--- src/sv/brs_pkg.sv ---
// Shared types and constants for the byte stream reassembler.
// No dependencies; imported by every module of the block but brs_queue.
package brs_pkg;

    localparam int IDX_W       = 64;
    localparam int DATA_W      = 8;
    localparam int SPACE_W     = 7;
    localparam int PEND_W      = 7;
    localparam int IN_TDATA_W  = 80;
    localparam int IN_TUSER_W  = 3;
    localparam int OUT_TDATA_W = 16;
    localparam int RES_STAGES  = 8;   // one index byte folded per stage

    // bit positions in the input tuser
    localparam int TU_BYTE_VALID = 0;
    localparam int TU_SEG_START  = 1;
    localparam int TU_LAST       = 2;

    typedef struct packed {
        logic [IDX_W-1:0]   idx;
        logic [IDX_W-1:0]   stop_idx;
        logic [DATA_W-1:0]  data;
        logic               valid;
        logic               seg_start;
        logic               seg_end;
        logic               last;
        logic [SPACE_W-1:0] space;
    } t_item;

    typedef struct packed {
        logic [DATA_W-1:0] out_byte;
        logic              byte_valid;
        logic              closed;
        logic [PEND_W-1:0] pending;
        logic              last;
    } t_result;

    typedef enum logic [2:0] {
        ST_IDLE,
        ST_COUNT,
        ST_FIN,
        ST_CHECK,
        ST_RD,
        ST_PUSH,
        ST_STATUS
    } t_bstate;

endpackage

--- src/sv/brs_front.sv ---
// Front end: accepts input items, decodes the stream fields and computes
// the slot (index mod CAPACITY) over a short pipeline. Uses brs_pkg.
module brs_front #(
    parameter int CAPACITY = 64,
    parameter int SW       = 6
) (
    input  logic                               i_clk,
    input  logic                               i_rst_n,
    input  logic                               i_tvalid,
    output logic                               o_tready,
    input  logic [brs_pkg::IN_TDATA_W-1:0]     i_tdata,
    input  logic [brs_pkg::IN_TUSER_W-1:0]     i_tuser,
    input  logic                               i_tlast,
    output logic                               o_valid,
    input  logic                               i_ready,
    output brs_pkg::t_item                     o_item,
    output logic [SW-1:0]                      o_slot
);
    import brs_pkg::*;

    localparam int NS = RES_STAGES;
    localparam int VW = SW + 9;

    // one residue step: (r * 256 + b) mod CAPACITY, r < CAPACITY
    function automatic logic [SW-1:0] f_fold(input logic [SW-1:0] r,
                                             input logic [7:0] b);
        logic [VW-1:0] v;
        logic [VW-1:0] c;
        v = VW'({r, b});
        for (int k = 7; k >= 0; k--) begin
            c = VW'(CAPACITY) << k;
            if (v >= c) begin
                v = v - c;
            end
        end
        return v[SW-1:0];
    endfunction

    logic          r_v    [NS];
    t_item         r_item [NS];
    logic [SW-1:0] r_res  [NS];
    logic          en;
    t_item         in_item;

    assign en       = !r_v[NS-1] || i_ready;
    assign o_tready = en;
    assign o_valid  = r_v[NS-1];
    assign o_item   = r_item[NS-1];
    assign o_slot   = r_res[NS-1];

    always_comb begin
        in_item.idx       = i_tdata[IDX_W-1:0];
        in_item.data      = i_tdata[IDX_W +: DATA_W];
        in_item.space     = i_tdata[IDX_W+DATA_W +: SPACE_W];
        in_item.valid     = i_tuser[TU_BYTE_VALID];
        in_item.seg_start = i_tuser[TU_SEG_START];
        in_item.last      = i_tuser[TU_LAST];
        in_item.seg_end   = i_tlast;
        in_item.stop_idx  = in_item.valid ? in_item.idx + IDX_W'(1) : in_item.idx;
    end

    always_ff @(posedge i_clk) begin
        if (!i_rst_n) begin
            for (int s = 0; s < NS; s++) begin
                r_v[s] <= 1'b0;
            end
        end else if (en) begin
            r_v[0] <= i_tvalid;
            for (int s = 1; s < NS; s++) begin
                r_v[s] <= r_v[s-1];
            end
        end
    end

    // most significant index byte first
    always_ff @(posedge i_clk) begin
        if (en) begin
            r_item[0] <= in_item;
            r_res[0]  <= f_fold('0, in_item.idx[8*(NS-1) +: 8]);
            for (int s = 1; s < NS; s++) begin
                r_item[s] <= r_item[s-1];
                r_res[s]  <= f_fold(r_res[s-1], r_item[s-1].idx[8*(NS-1-s) +: 8]);
            end
        end
    end

endmodule

--- src/sv/brs_queue.sv ---
// Short FIFO between the front end and the back end.
// Generic payload; no package dependency.
module brs_queue #(
    parameter int W     = 8,
    parameter int DEPTH = 4
) (
    input  logic         i_clk,
    input  logic         i_rst_n,
    input  logic         i_push,
    input  logic [W-1:0] i_data,
    output logic         o_ready,
    input  logic         i_pop,
    output logic         o_valid,
    output logic [W-1:0] o_data
);
    localparam int PW = $clog2(DEPTH);
    localparam int CW = $clog2(DEPTH + 1);

    logic [W-1:0]  r_buf [DEPTH];
    logic [PW-1:0] r_wr;
    logic [PW-1:0] r_rd;
    logic [CW-1:0] r_cnt;
    logic          do_push;
    logic          do_pop;

    assign o_ready = (r_cnt != CW'(DEPTH));
    assign o_valid = (r_cnt != '0);
    assign o_data  = r_buf[r_rd];
    assign do_push = i_push && o_ready;
    assign do_pop  = i_pop && o_valid;

    function automatic logic [PW-1:0] f_inc(input logic [PW-1:0] p);
        return (p == PW'(DEPTH - 1)) ? '0 : p + PW'(1);
    endfunction

    always_ff @(posedge i_clk) begin
        if (!i_rst_n) begin
            r_wr  <= '0;
            r_rd  <= '0;
            r_cnt <= '0;
        end else begin
            if (do_push) begin
                r_wr <= f_inc(r_wr);
            end
            if (do_pop) begin
                r_rd <= f_inc(r_rd);
            end
            if (do_push && !do_pop) begin
                r_cnt <= r_cnt + CW'(1);
            end else if (do_pop && !do_push) begin
                r_cnt <= r_cnt - CW'(1);
            end
        end
    end

    always_ff @(posedge i_clk) begin
        if (do_push) begin
            r_buf[r_wr] <= i_data;
        end
    end

endmodule

--- src/sv/brs_back.sv ---
// Back end: window check and byte store, then the drain of contiguous bytes
// and the status for each segment end. Uses brs_pkg.
module brs_back #(
    parameter int CAPACITY = 64,
    parameter int SW       = 6
) (
    input  logic               i_clk,
    input  logic               i_rst_n,
    input  logic               i_valid,
    output logic               o_pop,
    input  brs_pkg::t_item     i_item,
    input  logic [SW-1:0]      i_slot,
    output logic               o_valid,
    input  logic               i_ready,
    output brs_pkg::t_result   o_res
);
    import brs_pkg::*;

    localparam int CW = $clog2(CAPACITY + 1);
    localparam logic [CW-1:0] CAP_C = CW'(CAPACITY);

    t_bstate              r_state;
    t_bstate              n_state;
    logic [DATA_W-1:0]    r_mem [CAPACITY];
    logic [DATA_W-1:0]    r_rd_data;
    logic [CAPACITY-1:0]  r_present;
    logic [CW-1:0]        r_pending;
    logic [IDX_W-1:0]     r_next;
    logic [IDX_W-1:0]     r_width;     // window end minus next index
    logic [IDX_W-1:0]     r_end;
    logic                 r_end_known;
    logic                 r_closed;
    logic [SW-1:0]        r_next_slot;
    logic [SW-1:0]        r_scan;
    logic [SW-1:0]        r_rd_slot;
    logic [CW-1:0]        r_cnt;
    logic                 r_ov;
    t_result              r_out;

    logic                 pop;
    logic                 store;
    logic                 hit;
    logic                 out_free;
    logic                 load;
    logic                 closed_now;
    logic                 at_end;
    logic [SPACE_W-1:0]   sp;
    logic [IDX_W-1:0]     width_eff;
    logic [IDX_W-1:0]     off;

    function automatic logic [SW-1:0] f_wrap(input logic [SW-1:0] s);
        return (s == SW'(CAPACITY - 1)) ? '0 : s + SW'(1);
    endfunction

    assign o_pop   = pop;
    assign o_valid = r_ov;
    assign o_res   = r_out;

    always_comb begin
        sp = (i_item.space > SPACE_W'(CAPACITY)) ? SPACE_W'(CAPACITY) : i_item.space;
        width_eff  = i_item.seg_start ? IDX_W'(sp) : r_width;
        off        = i_item.idx - r_next;
        closed_now = r_closed || (i_item.last && (i_item.stop_idx == r_next));
        at_end     = r_end_known && (r_next == r_end) && (r_pending == '0);
        hit        = (r_cnt != CAP_C) && r_present[r_scan];
        out_free   = !r_ov || i_ready;
    end

    // next state
    always_comb begin
        n_state = r_state;
        unique case (r_state)
            ST_IDLE: begin
                if (i_valid && i_item.seg_end) begin
                    n_state = closed_now ? ST_STATUS : ST_COUNT;
                end
            end
            ST_COUNT: begin
                if (!hit) begin
                    n_state = ST_FIN;
                end
            end
            ST_FIN:   n_state = ST_CHECK;
            ST_CHECK: n_state = (r_cnt == '0) ? ST_STATUS : ST_RD;
            ST_RD:    n_state = ST_PUSH;
            ST_PUSH: begin
                if (out_free) begin
                    n_state = (r_cnt == CW'(1)) ? ST_IDLE : ST_RD;
                end
            end
            ST_STATUS: begin
                if (out_free) begin
                    n_state = ST_IDLE;
                end
            end
            default: n_state = ST_IDLE;
        endcase
    end

    // control outputs
    always_comb begin
        pop   = (r_state == ST_IDLE) && i_valid;
        store = pop && i_item.valid && !r_closed && (off < width_eff);
        load  = ((r_state == ST_PUSH) || (r_state == ST_STATUS)) && out_free;
    end

    always_ff @(posedge i_clk) begin
        if (!i_rst_n) begin
            r_state     <= ST_IDLE;
            r_present   <= '0;
            r_pending   <= '0;
            r_next      <= '0;
            r_width     <= '0;
            r_end       <= '0;
            r_end_known <= 1'b0;
            r_closed    <= 1'b0;
            r_next_slot <= '0;
            r_cnt       <= '0;
            r_ov        <= 1'b0;
        end else begin
            r_state <= n_state;
            if (load) begin
                r_ov <= 1'b1;
            end else if (i_ready) begin
                r_ov <= 1'b0;
            end
            unique case (r_state)
                ST_IDLE: begin
                    if (pop && i_item.seg_start) begin
                        r_width <= width_eff;
                    end
                    if (store) begin
                        r_present[i_slot] <= 1'b1;
                        if (!r_present[i_slot]) begin
                            r_pending <= r_pending + CW'(1);
                        end
                    end
                    if (pop && i_item.seg_end) begin
                        if (i_item.last) begin
                            if (i_item.stop_idx == r_next) begin
                                r_closed <= 1'b1;
                            end else begin
                                r_end       <= i_item.stop_idx;
                                r_end_known <= 1'b1;
                            end
                        end
                        r_cnt <= '0;
                    end
                end
                ST_COUNT: begin
                    // drained slots are cleared as the scan passes them
                    if (hit) begin
                        r_present[r_scan] <= 1'b0;
                        r_cnt             <= r_cnt + CW'(1);
                    end
                end
                ST_FIN: begin
                    r_next      <= r_next + IDX_W'(r_cnt);
                    r_width     <= r_width - IDX_W'(r_cnt);
                    r_pending   <= r_pending - r_cnt;
                    r_next_slot <= r_scan;
                end
                ST_CHECK: begin
                    if (at_end) begin
                        r_closed <= 1'b1;
                    end
                end
                ST_RD: begin
                end
                ST_PUSH: begin
                    if (out_free) begin
                        r_cnt <= r_cnt - CW'(1);
                    end
                end
                ST_STATUS: begin
                end
                default: begin
                end
            endcase
        end
    end

    // scan and read pointers, output payload
    always_ff @(posedge i_clk) begin
        if ((r_state == ST_IDLE) && pop && i_item.seg_end) begin
            r_scan    <= r_next_slot;
            r_rd_slot <= r_next_slot;
        end else if ((r_state == ST_COUNT) && hit) begin
            r_scan <= f_wrap(r_scan);
        end else if ((r_state == ST_PUSH) && out_free) begin
            r_rd_slot <= f_wrap(r_rd_slot);
        end
        if (load) begin
            r_out.out_byte   <= (r_state == ST_PUSH) ? r_rd_data : '0;
            r_out.byte_valid <= (r_state == ST_PUSH);
            r_out.closed     <= r_closed;
            r_out.pending    <= PEND_W'(r_pending);
            r_out.last       <= (r_state == ST_STATUS) || (r_cnt == CW'(1));
        end
    end

    // byte store
    always_ff @(posedge i_clk) begin
        if (store) begin
            r_mem[i_slot] <= i_item.data;
        end
        if (r_state == ST_RD) begin
            r_rd_data <= r_mem[r_rd_slot];
        end
    end

endmodule

--- src/sv/byte_stream_reassembler.sv ---
// Top level of the byte stream reassembler: front end, item queue, back end.
// Depends on brs_pkg, brs_front, brs_queue and brs_back.
//
// Usage:
//  s_axis carries one byte item per transfer; tlast marks the last item of a
//  substring (segment end). A segment end produces one or more results on
//  m_axis: one per drained in-order byte, or a single status-only result
//  when nothing drains. m_axis_tlast marks the final result of that run.
//  An item passes an 8-stage slot pipeline into a 4-entry queue. Items
//  without segment end are stored at one per cycle while the back end is
//  idle. A segment end scans the contiguous stored bytes, updates next
//  index (ST_FIN) and close state (ST_CHECK), then drains each byte by a
//  store read and then the output register, or loads a status result; a
//  closed stream skips the scan. The byte store has a single read port.
//  Reset: synchronous, active low; the presence bits, counters and close
//  state clear at once, the byte store holds no reset and needs no pass.
//  A stalled receiver holds the output register; the queue keeps taking
//  items until it fills, then s_axis_tready drops.
module byte_stream_reassembler #(
    parameter int CAPACITY = 64
) (
    input  logic                               i_clk,
    input  logic                               i_rst_n,
    input  logic                               s_axis_tvalid,
    output logic                               s_axis_tready,
    // byte_index[63:0], data_byte[71:64], space_available[78:72], zero [79]
    input  logic [brs_pkg::IN_TDATA_W-1:0]     s_axis_tdata,
    // byte_valid[0], segment_start[1], stream_last[2]
    input  logic [brs_pkg::IN_TUSER_W-1:0]     s_axis_tuser,
    input  logic                               s_axis_tlast,
    output logic                               m_axis_tvalid,
    input  logic                               m_axis_tready,
    // out_byte[7:0], stream_closed[8], pending_bytes[15:9]
    output logic [brs_pkg::OUT_TDATA_W-1:0]    m_axis_tdata,
    // out_byte_valid[0]
    output logic                               m_axis_tuser,
    output logic                               m_axis_tlast
);
    import brs_pkg::*;

    localparam int SW = (CAPACITY > 1) ? $clog2(CAPACITY) : 1;
    localparam int QW = $bits(t_item) + SW;

    logic          f_valid;
    logic          q_ready;
    t_item         f_item;
    logic [SW-1:0] f_slot;
    logic          q_valid;
    logic          q_pop;
    logic [QW-1:0] q_data;
    t_item         b_item;
    logic [SW-1:0] b_slot;
    t_result       b_res;

    brs_front #(
        .CAPACITY (CAPACITY),
        .SW       (SW)
    ) u_front (
        .i_clk    (i_clk),
        .i_rst_n  (i_rst_n),
        .i_tvalid (s_axis_tvalid),
        .o_tready (s_axis_tready),
        .i_tdata  (s_axis_tdata),
        .i_tuser  (s_axis_tuser),
        .i_tlast  (s_axis_tlast),
        .o_valid  (f_valid),
        .i_ready  (q_ready),
        .o_item   (f_item),
        .o_slot   (f_slot)
    );

    brs_queue #(
        .W     (QW),
        .DEPTH (4)
    ) u_queue (
        .i_clk   (i_clk),
        .i_rst_n (i_rst_n),
        .i_push  (f_valid),
        .i_data  ({f_item, f_slot}),
        .o_ready (q_ready),
        .i_pop   (q_pop),
        .o_valid (q_valid),
        .o_data  (q_data)
    );

    assign b_item = q_data[QW-1:SW];
    assign b_slot = q_data[SW-1:0];

    brs_back #(
        .CAPACITY (CAPACITY),
        .SW       (SW)
    ) u_back (
        .i_clk   (i_clk),
        .i_rst_n (i_rst_n),
        .i_valid (q_valid),
        .o_pop   (q_pop),
        .i_item  (b_item),
        .i_slot  (b_slot),
        .o_valid (m_axis_tvalid),
        .i_ready (m_axis_tready),
        .o_res   (b_res)
    );

    assign m_axis_tdata = {b_res.pending, b_res.closed, b_res.out_byte};
    assign m_axis_tuser = b_res.byte_valid;
    assign m_axis_tlast = b_res.last;

endmodule

--- config.mk ---
export PLATFORM = sky130hd
export DESIGN_NAME = byte_stream_reassembler
export DESIGN_NICKNAME = d
export VERILOG_FILES = /design/src/sv/brs_pkg.sv /design/src/sv/brs_front.sv /design/src/sv/brs_queue.sv /design/src/sv/brs_back.sv /design/src/sv/byte_stream_reassembler.sv
export SDC_FILE = /design/constraint.sdc
export NUM_CORES = 2
export LEC_CHECK = 0
export BUFFER_PORTS_ARGS = -buffer_cell sky130_fd_sc_hd__buf_2
export CORE_ASPECT_RATIO = 0.5
export CORE_MARGIN = 3
export CORE_UTILIZATION = 40
export DETAILED_ROUTE_END_ITERATION = 8
export GPL_ROUTABILITY_DRIVEN = 0
export GPL_TIMING_DRIVEN = 0
export HOLD_SLACK_MARGIN = 0.08
export SYNTH_ARGS = -nofsm -noshare
export SYNTH_HDL_FRONTEND = slang
export SYNTH_SLANG_ARGS = --single-unit
--- constraint.sdc ---
create_clock -name i_clk -period 48.2 [get_ports i_clk]
set_clock_uncertainty 0.05 [all_clocks]
set_input_delay 9.64 -clock i_clk [delete_from_list [all_inputs] [get_ports i_clk]]
set_output_delay 9.64 -clock i_clk [all_outputs]
set_load 0.1 [all_outputs]
==> load_flow_metrics.sql <==
INSERT INTO impl_metrics (metric_group, metric, value, unit) VALUES
('outcome', 'run_status', 'complete, no violations', ''),
('power', 'vdd_ir_drop_max', '34.9', 'uV'),
('floorplanning', 'design.core.area', '249000', 'um^2'),
('timing', 'final.hold.worst_slack', '0.315', 'ns'),
('hold_path', 'hold_class', 'flop to flop', ''),
('floorplanning', 'die_area', '258000', 'um^2'),
('final_layout', 'final_design_area_excluding_fillers', '114000', 'um^2'),
('global_routing', 'first_pass_grt_wire_length', '332000', 'um'),
('logic_synthesis', 'synth.top_cells.by_count', 'sky130_fd_sc_hd__edfxtp_1, sky130_fd_sc_hd__nor2_1, sky130_fd_sc_hd__nand2_1, sky130_fd_sc_hd__dfxtp_1, sky130_fd_sc_hd__a21oi_1', ''),
('power', 'power.share.combinational', '25.5', '%'),
('clock_network', 'hold_fix_buffers_at_cts', '0', ''),
('final_layout', 'finish.cell_count_without_fillers', '9887', ''),
('logic_synthesis', 'post_synth_edffs', '2322', ''),
('floorplanning', 'die_height', '361', 'um'),
('logic_synthesis', 'post_synth.cell_area_avg', '16.8', 'um^2'),
('logic_synthesis', 'netlist.area_leader.share', '69.2', '%'),
('power', 'switchingPower', '1.84', 'mW'),
('worst_setup_path', 'critical_path.startpoint_type', 'primary input', ''),
('placed_design', 'detailed_place_hpwl', '153000', 'um'),
('logic_synthesis', 'synth.largest_area_cell', 'sky130_fd_sc_hd__edfxtp_1', ''),
('logic_synthesis', 'synth_compound_area_share', '5.39', '%'),
('power', 'cell_internal_pwr', '4.16', 'mW'),
('clock_network', 'cts_post_setup_buffers_inserted', '0', ''),
('clock_network', 'tritoncts', 'built', ''),
('logic_synthesis', 'synth_top_family_by_area', 'multiplexers', ''),
('floorplanning', 'io_pins', '108', ''),
('detailed_routing', 'totalWireLength', '225000', 'um'),
('timing', 'totalNegativeSetupSlack', '0', 'ns'),
('placed_design', 'dpl_worst_slack', '33.77', 'ns'),
('logic_synthesis', 'synth_area_in_xor_xnor', '2.76', '%'),
('logic_synthesis', 'synthFlopType', 'sky130_fd_sc_hd__edfxtp_1', ''),
('timing', 'final-hold-violation-count', '0', ''),
('detailed_routing', 'detail_route.first_pass.iterations', '6', ''),
('clock_network', 'clock_latency', '0.92', 'ns'),
('power', 'powerDensity', '52.8', 'nW/um^2'),
('global_routing', 'largest_net_degree_at_the_start_of_global_routing', '69', ''),
('power', 'design_power_total', '6.00', 'mW'),
('power', 'cellLeakagePower', '38.8', 'nW'),
('timing', 'timing.final.max_slew_violations', '0', ''),
('logic_synthesis', 'muxShareOfSynthArea', '7.51', '%'),
('logic_synthesis', 'yosys_warnings', '0', ''),
('timing', 'final.period_utilization', '27.4', '%'),
('logic_synthesis', 'yosysSeqAreaShare', '75.0', '%'),
('clock_network', 'clkSlewWorstSetupHoldPaths', '0.07', 'ns'),
('placed_design', 'post-place-cells', '9469', ''),
('power', 'power.share.clock', '29.9', '%'),
('clock_network', 'htree_levels', '4', ''),
('global_routing', 'number_of_antenna_violations_at_the_first_check_in_global_routing', '25', ''),
('timing', 'worst_slack', '34.98', 'ns'),
('detailed_routing', 'detail-route-antenna-nets', '0', ''),
('worst_setup_path', 'arrival', '13.79', 'ns'),
('final_layout', 'syn_to_final_growth', '12.7', '%'),
('logic_synthesis', 'synth_most_common_cell', 'sky130_fd_sc_hd__edfxtp_1', ''),
('floorplanning', 'num_rows', '129', ''),
('logic_synthesis', 'synth-async-reset-ratio', '0', '%'),
('worst_setup_path', 'endpoint_kind', 'flop', ''),
('clock_network', 'cts.repair.resized', '0', ''),
('placed_design', 'area_after_dpl', '106000', 'um^2'),
('power', 'seqPwrFrac', '44.6', '%'),
('floorplanning', 'fp.dieW', '716', 'um'),
('timing', 'unrepaired_setup_endpoints_after_global_routing', 'false', ''),
('logic_synthesis', 'simple_gate_fraction_of_synth_area', '5.79', '%'),
('global_routing', 'grtUsageTotal', '17.1', '%'),
('floorplanning', 'initial_standard_cell_utilization_of_the_core', '40.5', '%'),
('logic_synthesis', 'synth.net_count', '6244', ''),
('flow_run', 'timing.max_cap.violations', '0', ''),
('logic_synthesis', 'syn_inst', '5992', ''),
('detailed_routing', 'drt-wirelength-per-cell', '22.7', 'um'),
('logic_synthesis', 'mappedNetlistArea', '101000', 'um^2'),
('detailed_routing', 'route.detailed.vias_per_inst', '5.32', ''),
('worst_setup_path', 'criticalPathCategory', 'primary input to flop', '');
## flip-flops by register name (all words and copies together), names as in the netlist, named ones only
signal and count:
u_back.r_scan 6, u_back.r_closed 1, u_front.r_res 23, u_back.r_pending 7, u_back.r_present 64, u_queue.r_cnt 3
u_back.r_next_slot 6, u_back.r_rd_slot 6, u_queue.r_wr 2, u_back.r_cnt 7, u_back.r_next 64, u_queue.r_buf 588
u_back.o_valid 1, u_front.r_v 8, u_back.o_res 18, u_front.r_item 1153, u_back.r_end_known 1, u_back.r_state 3
u_back.r_end 64, u_back.r_mem 512, u_back.r_rd_data 8, u_back.r_width 64, u_queue.r_rd 2
## area by class of cell
| cell class | instances | area (um^2) |
|---|---|---|
| Multi-Input combinational cell | 3009 | 23700 |
| Clock inverter | 138 | 1350 |
| Clock buffer | 270 | 5860 |
| Sequential cell | 2613 | 75600 |
| Timing Repair Buffer | 137 | 1360 |
| Buffer | 247 | 1050 |
| Fill cell | 21400 | 135000 |
| Inverter | 123 | 462 |
| Antenna cell | 10 | 25.0 |
| Tap cell | 3340 | 4180 |
## layout by cell type (no fill, tap or decap), types with 30 or more instances in the layout
cell type,instances
sky130_fd_sc_hd__nand4_1,78
sky130_fd_sc_hd__o22ai_1,42
sky130_fd_sc_hd__clkbuf_16,228
sky130_fd_sc_hd__ha_1,159
sky130_fd_sc_hd__a21oi_1,246
sky130_fd_sc_hd__clkinv_1,58
sky130_fd_sc_hd__o221ai_1,39
sky130_fd_sc_hd__nand3_1,104
sky130_fd_sc_hd__inv_1,118
sky130_fd_sc_hd__a21o_1,51
sky130_fd_sc_hd__mux2_2,46
sky130_fd_sc_hd__mux2i_1,200
sky130_fd_sc_hd__nor2b_1,30
sky130_fd_sc_hd__xnor2_1,212
sky130_fd_sc_hd__clkbuf_1,218
sky130_fd_sc_hd__xor2_1,105
sky130_fd_sc_hd__mux4_2,217
sky130_fd_sc_hd__edfxtp_1,2322
sky130_fd_sc_hd__nor4_1,65
sky130_fd_sc_hd__nor2_1,360
sky130_fd_sc_hd__buf_2,129
sky130_fd_sc_hd__dfxtp_1,291
sky130_fd_sc_hd__nand2_1,319
sky130_fd_sc_hd__o211ai_1,84
sky130_fd_sc_hd__o21ai_0,202
sky130_fd_sc_hd__nor3_1,59
## per-layer routing
metal	part of all wire, %	up-vias	global-route usage [%]
li1	-	24100	-
met1	46	26500	25.0
met2	45	1631	26.3
met3	6.1	432	2.83
met4	3.3	10	5.34
met5	0.029	-	0
## worst paths after layout
path,depth (start not counted),slack [ns],to
worst max register to register,29,36.41,u_back.r_mem[52][2]
worst min-delay path,0,0.32,u_front.r_item[1][337]
worst max-delay path,11,34.98,u_front.r_item[0][79]
worst min register to register,0,0.32,u_front.r_item[1][337]
## logic make-up after synthesis
| kind of cell | after synthesis |
|---|---|
| xor gates and xnor gates | 317 |
| and+or+nand+nor | 1202 |
| DFF | 2613 |
| buffers and inverters | 370 |
| muxes | 470 |
| AOI/OAI and AO/OA | 856 |
| adders and majority gates | 164 |
## power by group through the flow
| stage | clock network, mW | registers, mW | logic [mW] |
|---|---|---|---|
| after floorplan | 0 | 2.70 | 1.03 |
| after global placement | 0 | 2.72 | 1.50 |
| after detailed placement | 0 | 2.73 | 1.52 |
| after CTS | 1.84 | 2.68 | 1.53 |
| after global routing | 1.93 | 2.68 | 1.66 |
| final | 1.79 | 2.67 | 1.53 |
## critical path: stages
cell	delay, ns
sky130_fd_sc_hd__buf_2	0.23
sky130_fd_sc_hd__and4_1	0.27
sky130_fd_sc_hd__nand3_1	0.42
sky130_fd_sc_hd__nor3_1	0.97
sky130_fd_sc_hd__nand2b_1	0.27
sky130_fd_sc_hd__nor2_1	0.50
sky130_fd_sc_hd__nand2_1	0.24
sky130_fd_sc_hd__nor3_1	0.58
sky130_fd_sc_hd__nand2_1	0.27
sky130_fd_sc_hd__nor3_1	0.24
sky130_fd_sc_hd__xor2_1	0.12
Power figures use the tool's default switching activity.
